===== config.mk =====
export PLATFORM = sky130hd
export DESIGN_NAME = tga_rle_pixel_decoder_top_flat
export DESIGN_NICKNAME = d
export VERILOG_FILES = /design/src/rtl/tgadec_pkg.sv /design/src/rtl/tgadec_if.sv /design/src/rtl/tgadec_front.sv /design/src/rtl/tgadec_queue.sv /design/src/rtl/tgadec_back.sv /design/src/rtl/tga_rle_pixel_decoder_top.sv /design/src/flat_wrapper.sv
export SDC_FILE = /design/constraint.sdc
export NUM_CORES = 1
export LEC_CHECK = 0
export ABC_AREA = 1
export BUFFER_PORTS_ARGS = -buffer_cell sky130_fd_sc_hd__buf_2
export CORE_MARGIN = 2
export CORE_UTILIZATION = 45
export DETAILED_ROUTE_END_ITERATION = 8
export PLACE_DENSITY_LB_ADDON = 0.15
export SETUP_SLACK_MARGIN = 0.1
export SYNTH_ARGS = -nofsm -noshare
export SYNTH_HDL_FRONTEND = slang
export SYNTH_SLANG_ARGS = --single-unit

===== constraint.sdc =====
create_clock -name clk -period 6.8 [get_ports clk]
set_input_delay 0.34 -clock clk [delete_from_list [all_inputs] [get_ports clk]]
set_output_delay 0.34 -clock clk [all_outputs]
set_load 0.02 [all_outputs]

===== src/rtl/tgadec_pkg.sv =====
`default_nettype none

package tgadec_pkg;

    // Supported pixel depths in bits
    localparam logic [7:0] DEPTH_8  = 8'd8;
    localparam logic [7:0] DEPTH_16 = 8'd16;
    localparam logic [7:0] DEPTH_24 = 8'd24;
    localparam logic [7:0] DEPTH_32 = 8'd32;

    // Result kinds
    localparam logic KIND_HEADER = 1'b0;
    localparam logic KIND_PIXEL  = 1'b1;

    // Command queue between parser and pixel formatter
    localparam int QUEUE_DEPTH = 2;
    localparam int Q_PTR_W     = $clog2(QUEUE_DEPTH);
    localparam int Q_CNT_W     = $clog2(QUEUE_DEPTH + 1);

    // One classified result, as the parser hands it to the formatter
    typedef struct packed {
        logic        kind;
        logic        format_error;
        logic        last_pixel;
        logic [7:0]  repeat_res;
        logic [7:0]  b0;
        logic [7:0]  b1;
        logic [7:0]  b2;
        logic [7:0]  lastb;
        logic [7:0]  depth;
        logic [15:0] width;
        logic [15:0] height;
    } cmd_t;

    // Queue occupancy seen by both sides
    typedef struct packed {
        logic full;
        logic avail;
    } q_status_t;

endpackage

`default_nettype wire


===== src/rtl/tgadec_if.sv =====
`default_nettype none

// Byte stream of the TGA file
interface tgadec_in_if;
    logic       valid;
    logic       ready;
    logic [7:0] data_byte;
    logic       first_byte;

    modport source (output valid, output data_byte, output first_byte, input ready);
    modport sink   (input valid, input data_byte, input first_byte, output ready);
endinterface

// Header and pixel results
interface tgadec_out_if;
    logic        valid;
    logic        ready;
    logic        kind;
    logic [7:0]  red;
    logic [7:0]  green;
    logic [7:0]  blue;
    logic [7:0]  alpha;
    logic [7:0]  repeat_res;
    logic        last_pixel;
    logic [15:0] image_width;
    logic [15:0] image_height;
    logic [7:0]  bits_per_pixel;
    logic        format_error;

    modport source (output valid, output kind, output red, output green, output blue,
                    output alpha, output repeat_res, output last_pixel,
                    output image_width, output image_height, output bits_per_pixel,
                    output format_error, input ready);
    modport sink   (input valid, input kind, input red, input green, input blue,
                    input alpha, input repeat_res, input last_pixel,
                    input image_width, input image_height, input bits_per_pixel,
                    input format_error, output ready);
endinterface

// Channel count register write
interface tgadec_cfg_if;
    logic       valid;
    logic       ready;
    logic [2:0] desired_channels;

    modport source (output valid, output desired_channels, input ready);
    modport sink   (input valid, input desired_channels, output ready);
endinterface

`default_nettype wire


===== src/rtl/tgadec_front.sv =====
`default_nettype none

module tgadec_front #(
    parameter int COUNT_BITS = 32
) (
    input  wire logic                  clk,
    input  wire logic                  rst_n,
    tgadec_in_if.sink                  stream,
    input  wire tgadec_pkg::q_status_t q_stat,
    output logic                       push,
    output tgadec_pkg::cmd_t           cmd
);
    import tgadec_pkg::*;

    localparam logic [1:0] PH_HEADER = 2'd0;
    localparam logic [1:0] PH_PACKET = 2'd1;
    localparam logic [1:0] PH_PIXEL  = 2'd2;
    localparam logic [1:0] PH_DONE   = 2'd3;

    localparam logic [4:0] POS_TYPE     = 5'd2;
    localparam logic [4:0] POS_WIDTH_LO = 5'd12;
    localparam logic [4:0] POS_WIDTH_HI = 5'd13;
    localparam logic [4:0] POS_HEIGHT_LO = 5'd14;
    localparam logic [4:0] POS_HEIGHT_HI = 5'd15;
    localparam logic [4:0] POS_DEPTH    = 5'd16;
    localparam logic [4:0] POS_LAST     = 5'd17;

    localparam logic [7:0] TYPE_RLE_RGB = 8'd10;
    localparam logic [32:0] CNT_MAX = (33'd1 << COUNT_BITS) - 33'd1;

    logic [1:0]            phase_reg, phase_next;
    logic [4:0]            pos_reg, pos_next;
    logic [7:0]            type_reg, type_next;
    logic [15:0]           width_reg, width_next;
    logic [15:0]           height_reg, height_next;
    logic [7:0]            depth_reg, depth_next;
    logic                  run_reg, run_next;
    logic [6:0]            pkt_left_reg, pkt_left_next;
    logic [1:0]            idx_reg, idx_next;
    logic [7:0]            pb0_reg, pb0_next;
    logic [7:0]            pb1_reg, pb1_next;
    logic [7:0]            pb2_reg, pb2_next;
    logic [COUNT_BITS-1:0] left_reg, left_next;
    logic [31:0]           prod_reg;

    logic                  fire;
    logic [1:0]            ph;
    logic [4:0]            pos;
    logic                  prod_load;
    logic                  depth_ok;
    logic [COUNT_BITS-1:0] count;
    logic [2:0]            nbytes;
    logic [7:0]            want;
    logic [7:0]            rep;
    logic [COUNT_BITS-1:0] rep_ext;
    logic                  is_rle;

    assign stream.ready = !q_stat.full;
    assign fire         = stream.valid && !q_stat.full;

    // A first-byte mark restarts the header
    assign ph  = stream.first_byte ? PH_HEADER : phase_reg;
    assign pos = stream.first_byte ? '0 : pos_reg;

    assign prod_load = fire && (ph == PH_HEADER) && (pos == POS_DEPTH);
    assign depth_ok  = (depth_reg == DEPTH_8) || (depth_reg == DEPTH_16) ||
                       (depth_reg == DEPTH_24) || (depth_reg == DEPTH_32);
    assign count     = ({1'b0, prod_reg} > CNT_MAX) ? '1 : prod_reg[COUNT_BITS-1:0];
    assign nbytes    = depth_reg[5:3];
    assign is_rle    = (type_reg == TYPE_RLE_RGB);
    assign want      = {1'b0, pkt_left_reg} + 8'd1;

    // Clamp a run to the pixels that remain
    always_comb
    begin
        if (is_rle && run_reg)
        begin
            if ({{(COUNT_BITS-8){1'b0}}, want} > left_reg)
                rep = left_reg[7:0];
            else
                rep = want;
        end
        else
        begin
            rep = 8'd1;
        end
    end
    assign rep_ext = {{(COUNT_BITS-8){1'b0}}, rep};

    // Parse one byte
    always_comb
    begin
        phase_next    = phase_reg;
        pos_next      = pos_reg;
        type_next     = type_reg;
        width_next    = width_reg;
        height_next   = height_reg;
        depth_next    = depth_reg;
        run_next      = run_reg;
        pkt_left_next = pkt_left_reg;
        idx_next      = idx_reg;
        pb0_next      = pb0_reg;
        pb1_next      = pb1_reg;
        pb2_next      = pb2_reg;
        left_next     = left_reg;
        push          = 1'b0;

        cmd              = '0;
        cmd.b0           = pb0_reg;
        cmd.b1           = pb1_reg;
        cmd.b2           = pb2_reg;
        cmd.lastb        = stream.data_byte;
        cmd.depth        = depth_reg;
        cmd.width        = width_reg;
        cmd.height       = height_reg;

        if (fire)
        begin
            case (ph)
                PH_HEADER:
                begin
                    case (pos)
                        POS_TYPE:      type_next = stream.data_byte;
                        POS_WIDTH_LO:  width_next[7:0] = stream.data_byte;
                        POS_WIDTH_HI:  width_next[15:8] = stream.data_byte;
                        POS_HEIGHT_LO: height_next[7:0] = stream.data_byte;
                        POS_HEIGHT_HI: height_next[15:8] = stream.data_byte;
                        POS_DEPTH:     depth_next = stream.data_byte;
                        default:       ;
                    endcase
                    if (pos != POS_LAST)
                    begin
                        pos_next   = pos + 5'd1;
                        phase_next = PH_HEADER;
                    end
                    else
                    begin
                        // Header complete: set up the pixel count and report
                        pos_next      = '0;
                        left_next     = count;
                        run_next      = 1'b0;
                        pkt_left_next = '0;
                        idx_next      = '0;
                        if (!depth_ok || (count == '0))
                            phase_next = PH_DONE;
                        else if (is_rle)
                            phase_next = PH_PACKET;
                        else
                            phase_next = PH_PIXEL;
                        push             = 1'b1;
                        cmd.kind         = KIND_HEADER;
                        cmd.format_error = !depth_ok;
                        cmd.last_pixel   = !depth_ok || (count == '0);
                        cmd.lastb        = '0;
                        cmd.b0           = '0;
                        cmd.b1           = '0;
                        cmd.b2           = '0;
                    end
                end
                PH_PACKET:
                begin
                    run_next      = stream.data_byte[7];
                    pkt_left_next = stream.data_byte[6:0];
                    idx_next      = '0;
                    phase_next    = PH_PIXEL;
                end
                PH_PIXEL:
                begin
                    if ({1'b0, idx_reg} + 3'd1 < nbytes)
                    begin
                        // Gather a leading byte of the pixel
                        case (idx_reg)
                            2'd0:    pb0_next = stream.data_byte;
                            2'd1:    pb1_next = stream.data_byte;
                            default: pb2_next = stream.data_byte;
                        endcase
                        idx_next = idx_reg + 2'd1;
                    end
                    else
                    begin
                        left_next      = left_reg - rep_ext;
                        idx_next       = '0;
                        push           = 1'b1;
                        cmd.kind       = KIND_PIXEL;
                        cmd.repeat_res = rep;
                        cmd.last_pixel = (left_reg == rep_ext);
                        if (is_rle && run_reg)
                            pkt_left_next = '0;
                        if (left_reg == rep_ext)
                            phase_next = PH_DONE;
                        else if (is_rle)
                        begin
                            if (run_reg || (pkt_left_reg == '0))
                                phase_next = PH_PACKET;
                            else
                                pkt_left_next = pkt_left_reg - 7'd1;
                        end
                    end
                end
                default:
                begin
                    // Trailing bytes: drop
                    phase_next = PH_DONE;
                end
            endcase
        end
    end

    always_ff @(posedge clk or negedge rst_n)
    begin
        if (!rst_n)
        begin
            phase_reg    <= PH_HEADER;
            pos_reg      <= '0;
            type_reg     <= '0;
            width_reg    <= '0;
            height_reg   <= '0;
            depth_reg    <= '0;
            run_reg      <= 1'b0;
            pkt_left_reg <= '0;
            idx_reg      <= '0;
            left_reg     <= '0;
        end
        else
        begin
            phase_reg    <= phase_next;
            pos_reg      <= pos_next;
            type_reg     <= type_next;
            width_reg    <= width_next;
            height_reg   <= height_next;
            depth_reg    <= depth_next;
            run_reg      <= run_next;
            pkt_left_reg <= pkt_left_next;
            idx_reg      <= idx_next;
            left_reg     <= left_next;
        end
    end

    // Pixel bytes and the header product need no reset
    always_ff @(posedge clk)
    begin
        pb0_reg <= pb0_next;
        pb1_reg <= pb1_next;
        pb2_reg <= pb2_next;
        if (prod_load)
            prod_reg <= width_reg * height_reg;
    end

endmodule

`default_nettype wire


===== src/rtl/tgadec_queue.sv =====
`default_nettype none

module tgadec_queue (
    input  wire logic                  clk,
    input  wire logic                  rst_n,
    input  wire logic                  push,
    input  wire tgadec_pkg::cmd_t      push_cmd,
    input  wire logic                  pop,
    output tgadec_pkg::cmd_t           head,
    output tgadec_pkg::q_status_t      q_stat
);
    import tgadec_pkg::*;

    cmd_t               entry_reg [QUEUE_DEPTH];
    logic [Q_PTR_W-1:0] wr_ptr_reg, wr_ptr_next;
    logic [Q_PTR_W-1:0] rd_ptr_reg, rd_ptr_next;
    logic [Q_CNT_W-1:0] count_reg, count_next;
    logic               do_push;
    logic               do_pop;

    assign q_stat.full  = (count_reg == Q_CNT_W'(QUEUE_DEPTH));
    assign q_stat.avail = (count_reg != '0);
    assign head         = entry_reg[rd_ptr_reg];

    assign do_push = push && !q_stat.full;
    assign do_pop  = pop && q_stat.avail;

    // Advance pointers and occupancy
    always_comb
    begin
        wr_ptr_next = wr_ptr_reg;
        rd_ptr_next = rd_ptr_reg;
        count_next  = count_reg;
        if (do_push)
            wr_ptr_next = (wr_ptr_reg == Q_PTR_W'(QUEUE_DEPTH - 1)) ? '0 : wr_ptr_reg + 1'b1;
        if (do_pop)
            rd_ptr_next = (rd_ptr_reg == Q_PTR_W'(QUEUE_DEPTH - 1)) ? '0 : rd_ptr_reg + 1'b1;
        if (do_push && !do_pop)
            count_next = count_reg + 1'b1;
        else if (do_pop && !do_push)
            count_next = count_reg - 1'b1;
    end

    always_ff @(posedge clk or negedge rst_n)
    begin
        if (!rst_n)
        begin
            wr_ptr_reg <= '0;
            rd_ptr_reg <= '0;
            count_reg  <= '0;
        end
        else
        begin
            wr_ptr_reg <= wr_ptr_next;
            rd_ptr_reg <= rd_ptr_next;
            count_reg  <= count_next;
        end
    end

    // Store the incoming command
    always_ff @(posedge clk)
    begin
        if (do_push)
            entry_reg[wr_ptr_reg] <= push_cmd;
    end

endmodule

`default_nettype wire


===== src/rtl/tgadec_back.sv =====
`default_nettype none

module tgadec_back (
    input  wire logic                  clk,
    input  wire logic                  rst_n,
    input  wire tgadec_pkg::q_status_t q_stat,
    input  wire tgadec_pkg::cmd_t      head,
    output logic                       pop,
    tgadec_cfg_if.sink                 cfg,
    tgadec_out_if.source               pix
);
    import tgadec_pkg::*;

    localparam logic [2:0] CH_RGB   = 3'd3;
    localparam logic [2:0] CH_RESET = 3'd4;

    logic [2:0]  chan_reg;
    logic        valid_reg;
    logic        kind_reg;
    logic [7:0]  red_reg, green_reg, blue_reg, alpha_reg;
    logic [7:0]  rep_reg;
    logic        last_reg;
    logic [15:0] width_reg, height_reg;
    logic [7:0]  depth_reg;
    logic        err_reg;

    logic [7:0]  red_next, green_next, blue_next, alpha_next;
    logic [15:0] word;

    assign cfg.ready = 1'b1;
    assign pop       = q_stat.avail && (!valid_reg || pix.ready);
    assign word      = {head.lastb, head.b0};

    // Convert the gathered pixel bytes to RGBA
    always_comb
    begin
        red_next   = '0;
        green_next = '0;
        blue_next  = '0;
        alpha_next = '0;
        if (head.kind == KIND_PIXEL)
        begin
            case (head.depth)
                DEPTH_8:
                begin
                    red_next   = head.lastb;
                    green_next = head.lastb;
                    blue_next  = head.lastb;
                    alpha_next = 8'hFF;
                end
                DEPTH_16:
                begin
                    red_next   = {word[14:10], 3'b000};
                    green_next = {word[9:5], 3'b000};
                    blue_next  = {word[4:0], 3'b000};
                    alpha_next = word[15] ? 8'hFF : 8'h00;
                end
                DEPTH_24:
                begin
                    red_next   = head.lastb;
                    green_next = head.b1;
                    blue_next  = head.b0;
                    alpha_next = 8'hFF;
                end
                default:
                begin
                    red_next   = head.b2;
                    green_next = head.b1;
                    blue_next  = head.b0;
                    alpha_next = head.lastb;
                end
            endcase
            if (chan_reg == CH_RGB)
                alpha_next = '0;
        end
    end

    // Hold the result until the receiver takes it
    always_ff @(posedge clk or negedge rst_n)
    begin
        if (!rst_n)
        begin
            chan_reg  <= CH_RESET;
            valid_reg <= 1'b0;
        end
        else
        begin
            if (cfg.valid)
                chan_reg <= cfg.desired_channels;
            if (pop)
                valid_reg <= 1'b1;
            else if (pix.ready)
                valid_reg <= 1'b0;
        end
    end

    always_ff @(posedge clk)
    begin
        if (pop)
        begin
            kind_reg   <= head.kind;
            red_reg    <= red_next;
            green_reg  <= green_next;
            blue_reg   <= blue_next;
            alpha_reg  <= alpha_next;
            rep_reg    <= head.repeat_res;
            last_reg   <= head.last_pixel;
            width_reg  <= head.width;
            height_reg <= head.height;
            depth_reg  <= head.depth;
            err_reg    <= head.format_error;
        end
    end

    assign pix.valid          = valid_reg;
    assign pix.kind           = kind_reg;
    assign pix.red            = red_reg;
    assign pix.green          = green_reg;
    assign pix.blue           = blue_reg;
    assign pix.alpha          = alpha_reg;
    assign pix.repeat_res     = rep_reg;
    assign pix.last_pixel     = last_reg;
    assign pix.image_width    = width_reg;
    assign pix.image_height   = height_reg;
    assign pix.bits_per_pixel = depth_reg;
    assign pix.format_error   = err_reg;

endmodule

`default_nettype wire


===== src/rtl/tga_rle_pixel_decoder_top.sv =====
// TGA decoder: takes a TGA file one byte per transaction on byte_stream
// (first_byte marks the first byte of a new file) and returns results on
// pixel_stream. After the 18-byte header one header result (kind 0) gives
// width, height, depth and a format error flag. Then each pixel, or each
// RLE run with its repeat count, gives one pixel result (kind 1).
// cfg writes the output channel count (3: RGB, alpha 0; else RGBA); write
// it only while no transaction is in flight.
// Throughput: while pixel_stream.ready is high, the byte parser takes one
// byte per cycle sustained and the pixel formatter one result per cycle.
// A result completed by a byte passes from the parser into a two-entry
// queue, then into the formatter's output register, and appears on
// pixel_stream from there.
// Reset: parser waits for header byte 0, channel count is 4, queue and
// output register are empty.
// Stall: a held result stays in the output register; the queue absorbs two
// more results, after which byte_stream.ready drops until space returns.
`default_nettype none

module tga_rle_pixel_decoder_top #(
    parameter int COUNT_BITS = 32
) (
    input  wire logic    clk,
    input  wire logic    rst_n,
    tgadec_in_if.sink    byte_stream,
    tgadec_cfg_if.sink   cfg,
    tgadec_out_if.source pixel_stream
);
    import tgadec_pkg::*;

    cmd_t      push_cmd;
    cmd_t      head;
    logic      push;
    logic      pop;
    q_status_t q_stat;

    tgadec_front #(
        .COUNT_BITS (COUNT_BITS)
    ) u_front (
        .clk    (clk),
        .rst_n  (rst_n),
        .stream (byte_stream),
        .q_stat (q_stat),
        .push   (push),
        .cmd    (push_cmd)
    );

    tgadec_queue u_queue (
        .clk      (clk),
        .rst_n    (rst_n),
        .push     (push),
        .push_cmd (push_cmd),
        .pop      (pop),
        .head     (head),
        .q_stat   (q_stat)
    );

    tgadec_back u_back (
        .clk    (clk),
        .rst_n  (rst_n),
        .q_stat (q_stat),
        .head   (head),
        .pop    (pop),
        .cfg    (cfg),
        .pix    (pixel_stream)
    );

`ifndef SYNTH
    // Parser never pushes into a full queue
    a_no_overflow: assert property (@(posedge clk) disable iff (!rst_n)
        q_stat.full |-> !push)
        else $error("command pushed into full queue");

    // A depth error ends the image in the header result
    a_err_last: assert property (@(posedge clk) disable iff (!rst_n)
        (pixel_stream.valid && pixel_stream.format_error) |->
            (pixel_stream.last_pixel && (pixel_stream.kind == KIND_HEADER)))
        else $error("format error without end of image");

    // Pixel results carry a nonzero repeat count
    a_pix_rep: assert property (@(posedge clk) disable iff (!rst_n)
        (pixel_stream.valid && (pixel_stream.kind == KIND_PIXEL)) |->
            (pixel_stream.repeat_res != 8'd0))
        else $error("pixel result with zero repeat count");
`endif

endmodule

`default_nettype wire

===== src/flat_wrapper.sv =====
// flat-port wrapper written by rule: the top's interface ports become plain ports
module tga_rle_pixel_decoder_top_flat import tgadec_pkg::*;
#(
    parameter int COUNT_BITS = 32
)
  (clk, rst_n, byte_stream_valid, byte_stream_data_byte, byte_stream_first_byte, byte_stream_ready, cfg_valid, cfg_desired_channels, cfg_ready, pixel_stream_valid, pixel_stream_kind, pixel_stream_red, pixel_stream_green, pixel_stream_blue, pixel_stream_alpha, pixel_stream_repeat_res, pixel_stream_last_pixel, pixel_stream_image_width, pixel_stream_image_height, pixel_stream_bits_per_pixel, pixel_stream_format_error, pixel_stream_ready);
  tgadec_in_if byte_stream_i ();
  tgadec_cfg_if cfg_i ();
  tgadec_out_if pixel_stream_i ();
  input  wire logic clk;
  input  wire logic rst_n;
  input wire logic [$bits(byte_stream_i.valid)-1:0] byte_stream_valid;
  input wire logic [$bits(byte_stream_i.data_byte)-1:0] byte_stream_data_byte;
  input wire logic [$bits(byte_stream_i.first_byte)-1:0] byte_stream_first_byte;
  output wire logic [$bits(byte_stream_i.ready)-1:0] byte_stream_ready;
  input wire logic [$bits(cfg_i.valid)-1:0] cfg_valid;
  input wire logic [$bits(cfg_i.desired_channels)-1:0] cfg_desired_channels;
  output wire logic [$bits(cfg_i.ready)-1:0] cfg_ready;
  output wire logic [$bits(pixel_stream_i.valid)-1:0] pixel_stream_valid;
  output wire logic [$bits(pixel_stream_i.kind)-1:0] pixel_stream_kind;
  output wire logic [$bits(pixel_stream_i.red)-1:0] pixel_stream_red;
  output wire logic [$bits(pixel_stream_i.green)-1:0] pixel_stream_green;
  output wire logic [$bits(pixel_stream_i.blue)-1:0] pixel_stream_blue;
  output wire logic [$bits(pixel_stream_i.alpha)-1:0] pixel_stream_alpha;
  output wire logic [$bits(pixel_stream_i.repeat_res)-1:0] pixel_stream_repeat_res;
  output wire logic [$bits(pixel_stream_i.last_pixel)-1:0] pixel_stream_last_pixel;
  output wire logic [$bits(pixel_stream_i.image_width)-1:0] pixel_stream_image_width;
  output wire logic [$bits(pixel_stream_i.image_height)-1:0] pixel_stream_image_height;
  output wire logic [$bits(pixel_stream_i.bits_per_pixel)-1:0] pixel_stream_bits_per_pixel;
  output wire logic [$bits(pixel_stream_i.format_error)-1:0] pixel_stream_format_error;
  input wire logic [$bits(pixel_stream_i.ready)-1:0] pixel_stream_ready;
  assign byte_stream_i.valid = byte_stream_valid;
  assign byte_stream_i.data_byte = byte_stream_data_byte;
  assign byte_stream_i.first_byte = byte_stream_first_byte;
  assign byte_stream_ready = byte_stream_i.ready;
  assign cfg_i.valid = cfg_valid;
  assign cfg_i.desired_channels = cfg_desired_channels;
  assign cfg_ready = cfg_i.ready;
  assign pixel_stream_valid = pixel_stream_i.valid;
  assign pixel_stream_kind = pixel_stream_i.kind;
  assign pixel_stream_red = pixel_stream_i.red;
  assign pixel_stream_green = pixel_stream_i.green;
  assign pixel_stream_blue = pixel_stream_i.blue;
  assign pixel_stream_alpha = pixel_stream_i.alpha;
  assign pixel_stream_repeat_res = pixel_stream_i.repeat_res;
  assign pixel_stream_last_pixel = pixel_stream_i.last_pixel;
  assign pixel_stream_image_width = pixel_stream_i.image_width;
  assign pixel_stream_image_height = pixel_stream_i.image_height;
  assign pixel_stream_bits_per_pixel = pixel_stream_i.bits_per_pixel;
  assign pixel_stream_format_error = pixel_stream_i.format_error;
  assign pixel_stream_i.ready = pixel_stream_ready;
  tga_rle_pixel_decoder_top #(.COUNT_BITS(COUNT_BITS)) u_core (.clk(clk), .rst_n(rst_n), .byte_stream(byte_stream_i), .cfg(cfg_i), .pixel_stream(pixel_stream_i));
endmodule

==> impl_results.md <==
- Status: completed
- Drt pass-1 iters: 6
- Setup TNS: 0 ps
- Cell at the root of the clock tree: clkbuf_16
- Nets: 3,375
- Crit path launch type: register
- Total routed wirelength: 66,250 um
- Warnings, synthesis: 0
- Crit path kind: register to register
- GR Util All Layers: 22.00%
- CP startpoint: u_core.u_front.height_reg[7]
- Design Power: 7.208 mW
- Maxcap violations: 0
- Fin worst setup slack: 758.9 ps
- First-pass GRT wire length: about 110,000 um
- Number of top-level pins: 103
- Via density: ~5
- Final setup violation count: 0
- Max FFs per register: 166
- Die Width: 249.3 um
- Maximum vdd drop: 171.1 uV
- RSZ-0062 raised after global routing: false
- Area delta synth->final: 10.15%
- Placed Area: 28,260 um2
- DRC errors left: 0
- Vias in the first global route: approximately 20,000
- Post-route minimum period: between 6000 and 7000 ps
- Place WS: just under 800 ps
- Cell Area, Synth: between 20,000 and 30,000 um2
- Syn Inst Count: between 2,000 and 3,000
- Count of pins over their slew limit: 0
- Post-synth cell types: between 50 and 60
- Starting Density: 45.69%
- Worst-Margin Slew: 1311 ps
- Hold Fails Final Rpt: 0
- CTS Buf Count: 45
- Clock sink total: a little over 400
- Largest net degree at the start of global routing: 74
- Ys async rst share: 25.61%
- WP data required: slightly above 7000 ps
- Routed len/inst: approximately 17 um
- Drt initial violations: ~1,200
- GP Congestion: 0.8680
- Min-delay src: byte_stream_data_byte[3]
- Clock Path Buffers: 3
- Port Buffers: just over 100
- Final period util: 88.84%
- Slew headroom: between 10% and 20%
- Core ar.: 59,240 um2
- Routed vias: 19,270
- Clk slew on worst S/H paths: approximately 60 ps
- Final core utilization: 50.33%
- Hpwl dp: 48,870 um
- HP Class: input pin to register
- Worst reg2reg path startpoint: u_core.u_front.height_reg[7]
- Syn Area/Cell: 9.129 um2
- Crit end category: register
- Worst-Skew Late Latency: 590 ps
- FP Rows: 89
- Static Leak: approximately 15 nW
- CTS tree: built
- Die area: around 62,000 um2
- H-tree depth: 2
- Grt total ovfl: 0
- Cell Pwr Density: 241.7 nW/um2
- Sequential area share after synthesis: ~44%
- Highest Clock Rate: 165.5 MHz
- Synthesized Nets: 3,315
- Routed Antenna Nets: 0
- Worst clock skew: 25.80 ps
- Share of cells above drive strength 1: 8.755%
- Initial antenna violation count: 0
- Crit Path Max Fanout: 19
- Post-synth EDFFs: about 310
- Post-CTS setup repair buffer count: 0
- #FFs+latches synth: between 400 and 500
- Die H: 249.3 um
- Worst EP arrival: 6390 ps
- Finished layout cell area: slightly below 30,000 um2
- Synth Flop Type: edfxtp_1
## report_power, final
| part | internal, mW | switching, mW | total [mW] |
|---|---|---|---|
| registers | 3.10 | 0.182 | 3.28 |
| logic | 0.409 | 1.08 | 1.49 |
| clock network | 1.44 | 1.00 | 2.44 |
| total | 4.94 | 2.27 | 7.21 |
## timing repair
action	in CTS	in global routing
resized for setup	0	0
endpoints found under the hold margin	52	0
hold buffers	7	0
## synth_stat cells, drive strengths merged, types with 6 or more instances
cell type    n  area, um2
dfrtp      104       2603
nand2      862       3283
buf         29      173.9
a31oi        6      37.54
nand3      114      580.6
ha         138       1727
or2          7      43.79
a21oi       93      476.7
inv        547       2053
fa         195       3904
edfxtp     305       9159
mux2i        9      90.09
nor3        21      143.9
nor2       199      823.3
xor2        30      262.8
nand4       32      212.7
o211ai      17      157.6
o21ai      124      631.9
xnor2       12      105.1
clkbuf      89      334.1
## final cells by class
class                   instances  area, um2
diodes                          1      2.502
repair buffers                131      775.7
fillers                      5572      29430
clock inverters                19      191.4
well taps                     773      967.2
flip-flops and latches        410      11790
multi-input cells            1890      12750
clock buffers                  64       1289
inverters                     547       2053
## layout by cell type (no fill, tap or decap), drive strengths merged, types with 32 or more instances in the layout
master and n:
nor2 199, a21oi 93, buf 124, clkbuf 64
edfxtp 305, dfrtp 104, fa 195, nand3 114
inv 547, nand2 862, o21ai 124, nand4 32
ha 138
## metrics by stage
step,instances,hold slack (ps)
after detailed placement,3744,459.4
after CTS,3834,32.82
after global routing,3834,32.01
after floorplan,2965,44.41
after global placement,3744,458.5
final,3835,53.00
## routing by layer
layer  wire [um]  share of wire (%)  vias to the layer above  GRT usage (%)
li1            -                  -                     9390              -
met1       29710                 45                     9300          29.95
met2       31050                 47                      486          36.07
met3        3935                5.9                       92          4.211
met4        1547                2.3                        0          6.024
met5           0                  0                        -              0
## kinds of logic (layout without fill, tap and decap cells)
group                      count (synthesis)  after routing  synth area share [%]
and+or+nand+nor                         1244           1244                 19.07
buffers and inverters                    665            761                 9.462
DFF                                      410            410                 43.55
adders and majority gates                333            333                 20.80
AOI/OAI and AO/OA                        260            260                 5.367
xor gates and xnor gates                  42             42                 1.359
muxes                                     10             10                0.3744
other                                      1              2               0.01385
## path summary, 6_finish.rpt
kind	cells after the start	to	slack (ps)
max in group asynchronous	3	u_core.u_queue.rd_ptr_reg	5080
min in group asynchronous	2	u_core.u_front.left_reg[23]	370
hold / removal	1	u_core.u_front.pb1_reg[3]	50
setup / recovery	18	u_core.u_front.count[31]	760
hold reg to reg	2	u_core.u_front.phase_reg[1]	480
setup reg to reg	18	u_core.u_front.count[31]	760
## critical path: stages, from the launching register on
cell	delay [ps]
dfrtp_1	910
nand2_1	180
fa_1	570
inv_1	50
fa_1	510
fa_1	610
fa_1	440
fa_1	500
inv_1	50
fa_1	470
inv_1	50
ha_1	370
a21o_1	200
a21boi_0	380
o21bai_1	140
a21oi_1	190
nand2_1	80
nand2_1	60
nand2_1	50
No activity file was read; power rests on OpenSTA's default activity.
